===== src/hdl/tmrc_pkg.sv =====
// Shared types, sizes and codes of the tile map collision block.
`default_nettype none
package tmrc_pkg;

  // Grid limits and derived widths
  localparam int MaxCols  = 64;
  localparam int MaxRows  = 64;
  localparam int Depth    = MaxCols * MaxRows;
  localparam int ColW     = $clog2(MaxCols);
  localparam int RowW     = $clog2(MaxRows);
  localparam int AddrW    = $clog2(Depth);

  // Field widths fixed by the register map
  localparam int CoordW   = 16;
  localparam int SizeW    = 11;
  localparam int CountW   = 7;
  localparam int RectW    = 15;
  localparam int TileW    = 16;
  localparam int CfgIdxW  = 3;
  localparam int CfgDataW = 16;

  // Divider: numerator covers the largest non-negative pixel distance
  localparam int NumW     = 17;
  localparam int DivCntW  = $clog2(NumW);

  // Commands
  localparam logic [1:0] CmdWrite = 2'd0;
  localparam logic [1:0] CmdRead  = 2'd1;
  localparam logic [1:0] CmdQuery = 2'd2;

  // Configuration register indexes
  localparam logic [CfgIdxW-1:0] CfgOffsetX    = 3'd0;
  localparam logic [CfgIdxW-1:0] CfgOffsetY    = 3'd1;
  localparam logic [CfgIdxW-1:0] CfgCellWidth  = 3'd2;
  localparam logic [CfgIdxW-1:0] CfgCellHeight = 3'd3;
  localparam logic [CfgIdxW-1:0] CfgCellsAcr   = 3'd4;
  localparam logic [CfgIdxW-1:0] CfgCellsDown  = 3'd5;

  typedef struct packed {
    logic [1:0]               command;
    logic signed [CoordW-1:0] tile_col;
    logic signed [CoordW-1:0] tile_row;
    logic signed [TileW-1:0]  write_value;
    logic signed [CoordW-1:0] rect_x;
    logic signed [CoordW-1:0] rect_y;
    logic [RectW-1:0]         rect_width;
    logic [RectW-1:0]         rect_height;
    logic signed [TileW-1:0]  match_value;
  } in_word_t;

  typedef struct packed {
    logic                    hit;
    logic signed [TileW-1:0] read_value;
  } out_word_t;

  typedef struct packed {
    logic             start;
    logic [NumW-1:0]  num;
    logic [SizeW-1:0] den;
  } div_req_t;

  typedef struct packed {
    logic            done;
    logic [NumW-1:0] quo;
  } div_rsp_t;

endpackage
`default_nettype wire


===== src/hdl/tmrc_div.sv =====
// Radix-2 restoring divider, one quotient bit per cycle.
`default_nettype none
module tmrc_div (
  input  logic              clk_i,
  input  logic              rst_ni,
  input  tmrc_pkg::div_req_t req_i,
  output tmrc_pkg::div_rsp_t rsp_o
);
  import tmrc_pkg::*;

  logic                busy_q, busy_d;
  logic                done_q, done_d;
  logic [DivCntW-1:0]  cnt_q, cnt_d;
  logic [NumW-1:0]     num_q, num_d;
  logic [SizeW-1:0]    rem_q, rem_d;
  logic [SizeW-1:0]    den_q, den_d;
  logic [SizeW:0]      rem_sh;
  logic [SizeW:0]      diff;
  logic                ge;

  // trial subtract of the shifted remainder
  always_comb begin
    rem_sh = {rem_q, num_q[NumW-1]};
    diff   = rem_sh - {1'b0, den_q};
    ge     = rem_sh >= {1'b0, den_q};
  end

  always_comb begin
    busy_d = busy_q;
    done_d = 1'b0;
    cnt_d  = cnt_q;
    num_d  = num_q;
    rem_d  = rem_q;
    den_d  = den_q;
    if (req_i.start) begin
      busy_d = 1'b1;
      cnt_d  = DivCntW'(NumW - 1);
      num_d  = req_i.num;
      rem_d  = '0;
      den_d  = req_i.den;
    end else if (busy_q) begin
      rem_d = ge ? diff[SizeW-1:0] : rem_sh[SizeW-1:0];
      num_d = {num_q[NumW-2:0], ge};
      cnt_d = cnt_q - 1'b1;
      if (cnt_q == '0) begin
        busy_d = 1'b0;
        done_d = 1'b1;
      end
    end
  end

  always_ff @(posedge clk_i or negedge rst_ni) begin
    if (!rst_ni) begin
      busy_q <= 1'b0;
      done_q <= 1'b0;
      cnt_q  <= '0;
    end else begin
      busy_q <= busy_d;
      done_q <= done_d;
      cnt_q  <= cnt_d;
    end
  end

  always_ff @(posedge clk_i) begin
    num_q <= num_d;
    rem_q <= rem_d;
    den_q <= den_d;
  end

  assign rsp_o.done = done_q;
  assign rsp_o.quo  = num_q;

endmodule
`default_nettype wire


===== config.mk =====
export PLATFORM = sky130hd
export DESIGN_NAME = tmrc_div
export DESIGN_NICKNAME = d
export VERILOG_FILES = /design/src/hdl/tmrc_pkg.sv /design/src/hdl/tmrc_div.sv
export SDC_FILE = /design/constraint.sdc
export NUM_CORES = 1
export LEC_CHECK = 0
export BUFFER_PORTS_ARGS = -buffer_cell sky130_fd_sc_hd__clkbuf_2
export CELL_PAD_IN_SITES_DETAIL_PLACEMENT = 1
export CELL_PAD_IN_SITES_GLOBAL_PLACEMENT = 1
export CORE_ASPECT_RATIO = 1.5
export CORE_MARGIN = 1.5
export CORE_UTILIZATION = 44
export CTS_CLUSTER_DIAMETER = 50
export DETAILED_ROUTE_END_ITERATION = 12
export GPL_TIMING_DRIVEN = 0
export PLACE_DENSITY_LB_ADDON = 0.05
export SETUP_SLACK_MARGIN = 0.15
export SLEW_MARGIN = 5
export SYNTH_ARGS = -nofsm -noshare
export SYNTH_HDL_FRONTEND = slang
export SYNTH_SLANG_ARGS = --single-unit

===== constraint.sdc =====
create_clock -name clk_i -period 6.67 [get_ports clk_i]
set_clock_uncertainty 0.05 [all_clocks]
set_input_delay 1.334 -clock clk_i [delete_from_list [all_inputs] [get_ports clk_i]]
set_output_delay 1.334 -clock clk_i [all_outputs]
set_load 0.03 [all_outputs]

Yosys cells after proc, flatten, opt, wreduce, memory -nomap -nowiden
Cells that the tools add are included.

storage, ports and cells
  register bits after elaboration = 46
  bits in latches = 0
  bits in writable memories = 0
  bits in read-only memories = 0
  logic and storage cells = 22
  memories = 0

cells by class
  add/subtract/negate cells = 2
  multiply operators = 0
  div/mod/pow operators = 0
  magnitude comparators = 1
  equal/unequal tests = 0
  shifts and indexed selects = 0
  mux-type cells = 11
  bitwise gates (word level) = 0
  reduce and logical (&&, ||, !) cells = 2

operator list
  cell                                                                 number
  17-bit 2-to-1 mux                                                    2
  12-bit by 11-bit >= comparator with 1-bit output                     1
  11-bit 2-to-1 mux                                                    1
  11-bit subtractor                                                    1
  5-bit 2-to-1 mux                                                     2
  1-bit 2-to-1 mux                                                     6
  5-bit logical NOT                                                    1
  5-bit by 1-bit subtractor with 5-bit output (second input constant)  1
  2-bit nonzero test                                                   1

Longest topological paths before layout
  depth in word-level cells = 4
  depth in mapped cells = 10
  gate-level depth less buffers = 9

Worst setup path before layout
OpenSTA, ideal clock, no wires.

  path type = input port to flip-flop
  start point = input req_i[28] in the netlist's numbering
  end point = register num_q[0] (enable)
  arrival = 2287 ps
  slack = 3996 ps
  stages = 3
  path buffers = 2
  cells stage by stage = clkbuf_1 -> clkbuf_1 -> or2_2

between the ends
  cells in the longest elaborated chain, start to end = 1

RTL lines
  what                                 RTL line        text
  start, declared                      tmrc_div.sv:6   input tmrc_pkg::div_req_t req_i,
  2-bit nonzero test (no source line)  -
  end signal, assigned                 tmrc_div.sv:65  num_q <= num_d;
  end, declared                        tmrc_div.sv:14  logic [NumW-1:0] num_q, num_d;

No other way between the ends.
A chain may end at the register's enable or synchronous reset.

Worst setup path after layout
Ends and elaborated chain as after synthesis.

==> impl_metrics.csv <==
group,metric,value,unit
cells_and_area,num-fill-cells,640,
sta,drv_slew,0,
floorplanning,die_w,64.4,µm
worst_setup_path,critPathLaunchType,"primary input",
synth,seq_area_frac_synth,49.7,%
worst_setup_path,crit_type,"in2reg",
clock_tree,cts-resized-gates,0,
global_routing,grt_first_pass_wirelength,9140,µm
global_routing,grt_max_degree,18,
outcome,status,"completed",
cells_and_area,multiInputGateArea,0.00115,mm²
power,p_per_area,402,mW/mm²
synth,syn_area_per_cell,11.6,µm²
global_routing,grt_overflow,0,
placed_design,place.gp.congestion,0.748,
synth,ys_warn_count,0,
clock_tree,cts_setup_buffers,0,
global_routing,track_usage,19.5,%
worst_setup_path,cp_data_arrival_time,3020,ps
cells_and_area,fin_nets,315,
sta,rsz0062_at_grt,"false",
clock_tree,clockBufferDepth,2,
sta,setup_viol,0,
cells_and_area,seq_area,0.00124,mm²
sta,tightest_slew,568,ps
synth,yosysUniqueCellTypes,46,
sta,tns,0,ps
floorplanning,die_h,95.1,µm
floorplanning,die_area,0.00612,mm²
floorplanning,ios,49,
clock_tree,clkSinkCount,46,
cells_and_area,n_antenna_cell,0,
cells_and_area,area_growth,16.5,%
route,avgRoutedWirePerCell,15.9,µm
clock_tree,cts_tree,"yes",
clock_tree,cts-htree-levels,2,
clock_tree,clkTransAtPathRegs,80,ps
power,p_leak,1.25,nW
route,wl,5410,µm
power,peakVddDrop,0.242,mV
floorplanning,initial_core_util,45.6,%
route,drtAntennaViolNets,0,
flow_run,drv_cap,0,
floorplanning,num_rows,33,
sta,finalCriticalPeriod,3110,ps
synth,synthCells,215,
placed_design,hpwl,4120,µm
worst_setup_path,crit_path_max_fanout,17,
clock_tree,clock_latency,300,ps
floorplanning,coreArea,0.00545,mm²
cells_and_area,drive_above_1_share,31.0,%
route,vias,1835,
clock_tree,cts_root_buf,"clkbuf_8",
synth,synth_flop_cell,"edfxtp_1",
hold_path,hp-class,"reg2reg",
synth,synth_edf_count,28,
route,drt-pass1-iter-count,4,
placed_design,io_buffers,48,
clock_tree,holdBufCountCts,0,
global_routing,grt_antenna_before_repair,0,
route,drt_iter0_drc,62,
sta,timing_hold_violations_final,0,
route,drc,0,
worst_setup_path,worstSetupEndpointType,"register",
synth,syn_area,0.00249,mm²
cells_and_area,fin_area,0.00290,mm²
cells_and_area,mostFrequentLayoutCell,"clkbuf_2",
sta,clock.fmax,321,MHz
sta,slew_headroom,62.2,%
sta,finalCritPeriodShare,46.7,%
worst_setup_path,required,6580,ps
synth,ys_ff_latch,46,
cells_and_area,final_cell_mix,"48 x clkbuf_2, 28 x edfxtp_1, 20 x nor2_1",
synth,synthesis.nets,260,
global_routing,grt_pass1_vias,1966,
placed_design,place_area,0.00282,mm²
clock_tree,cts_made_buffers,5,
route,viasPerCell,5.38,
synth,async_flop_share,15.2,%
[layer usage]
metal	share of wire (%)	vias up	global-route usage [%]
met5	0	-	0
met4	1.2	0	6.56
met3	2.1	7	3.31
met2	55	29	37.3
met1	41	912	21.7
li1	-	887	-
[worst max-delay path, stage by stage]
cell      delay [ps]
clkbuf_2         320
clkbuf_1         430
clkbuf_1         460
or2_2            470
[cell type report]
type                            count  share of cell area, %
Sequential cell                    46                   42.7
Multi-Input combinational cell    144                   39.6
Timing Repair Buffer               48                   8.29
Tap cell                           70                   3.02
Clock buffer                        6                   2.50
Inverter                           16                   2.07
Buffer                              9                   1.55
Clock inverter                      2                  0.345
[power by group]
part           internal [W]  leakage [nW]  switching, W  total (W)
Sequential         0.000381         0.463     0.0000513   0.000433
Clock             0.0000728        0.0450     0.0000949   0.000168
Combinational      0.000243         0.743      0.000322   0.000565
[sequential cells by signal, indices dropped and copies added, names as in the netlist]
| register | cells |
|---|---|
| num_q | 17 |
| den_q | 11 |
| rem_q | 11 |
| cnt_q | 5 |
| busy_q | 1 |
| done_q | 1 |
[kinds of logic (layout without fill, tap and decap cells)]
kind of cell | after synthesis | in the layout | share of synthesized area [%]
and+or+nand+nor | 56 | 56 | 12.9
DFF | 46 | 46 | 49.7
AOI/OAI and AO/OA | 40 | 40 | 11.6
muxes | 25 | 25 | 11.1
buffers and inverters | 25 | 81 | 4.23
adders and majority gates | 14 | 14 | 7.34
xor gates and xnor gates | 9 | 9 | 3.17
[stage by stage]
| step | power (W) | hold WS (ps) | std cells | setup WS [ps] | utilization, % |
|---|---|---|---|---|---|
| after global routing | 0.00125 | 500 | 341 | 3390 | 53.2 |
| after detailed placement | 0.00101 | 460 | 333 | 3160 | 51.7 |
| final | 0.00117 | 469 | 341 | 3560 | 53.2 |
| after CTS | 0.00118 | 473 | 341 | 3480 | 53.2 |
| after floorplan | 0.000872 | 424 | 215 | 4000 | - |
| after global placement | 0.000994 | 446 | 333 | 3180 | 51.7 |
[cell usage after synthesis (all sizes together), types with 3 or more instances]
master,instances,area share (%)
edfxtp,28,34
nor2,20,3.0
mux2,18,8.3
inv,16,2.4
ha,13,6.5
dfxtp,11,8.9
o21ai,11,3.1
a211oi,9,2.9
xnor2,8,2.8
a21oi,7,1.4
dfrtp,7,7.0
mux2i,7,2.8
nand2,7,1.1
clkbuf,6,0.91
nand2b,6,1.5
nand3,5,1.5
buf,3,0.91
nor4,3,1.6
[final timing paths]
kind / startpoint / endpoint / slack [ps] / depth (start not counted)
max: req_i[28] / num_q[0] / 3560 / 4
min in group asynchronous: rst_ni / cnt_q[2] / 810 / 1
min: rem_q[4] / rem_q[4] / 470 / 2
min reg2reg: rem_q[4] / rem_q[4] / 470 / 2
max in group asynchronous: rst_ni / cnt_q[0] / 5590 / 1
max reg2reg: num_q[16] / rem_q[3] / 4080 / 10
(Power assumes the default switching activity.)
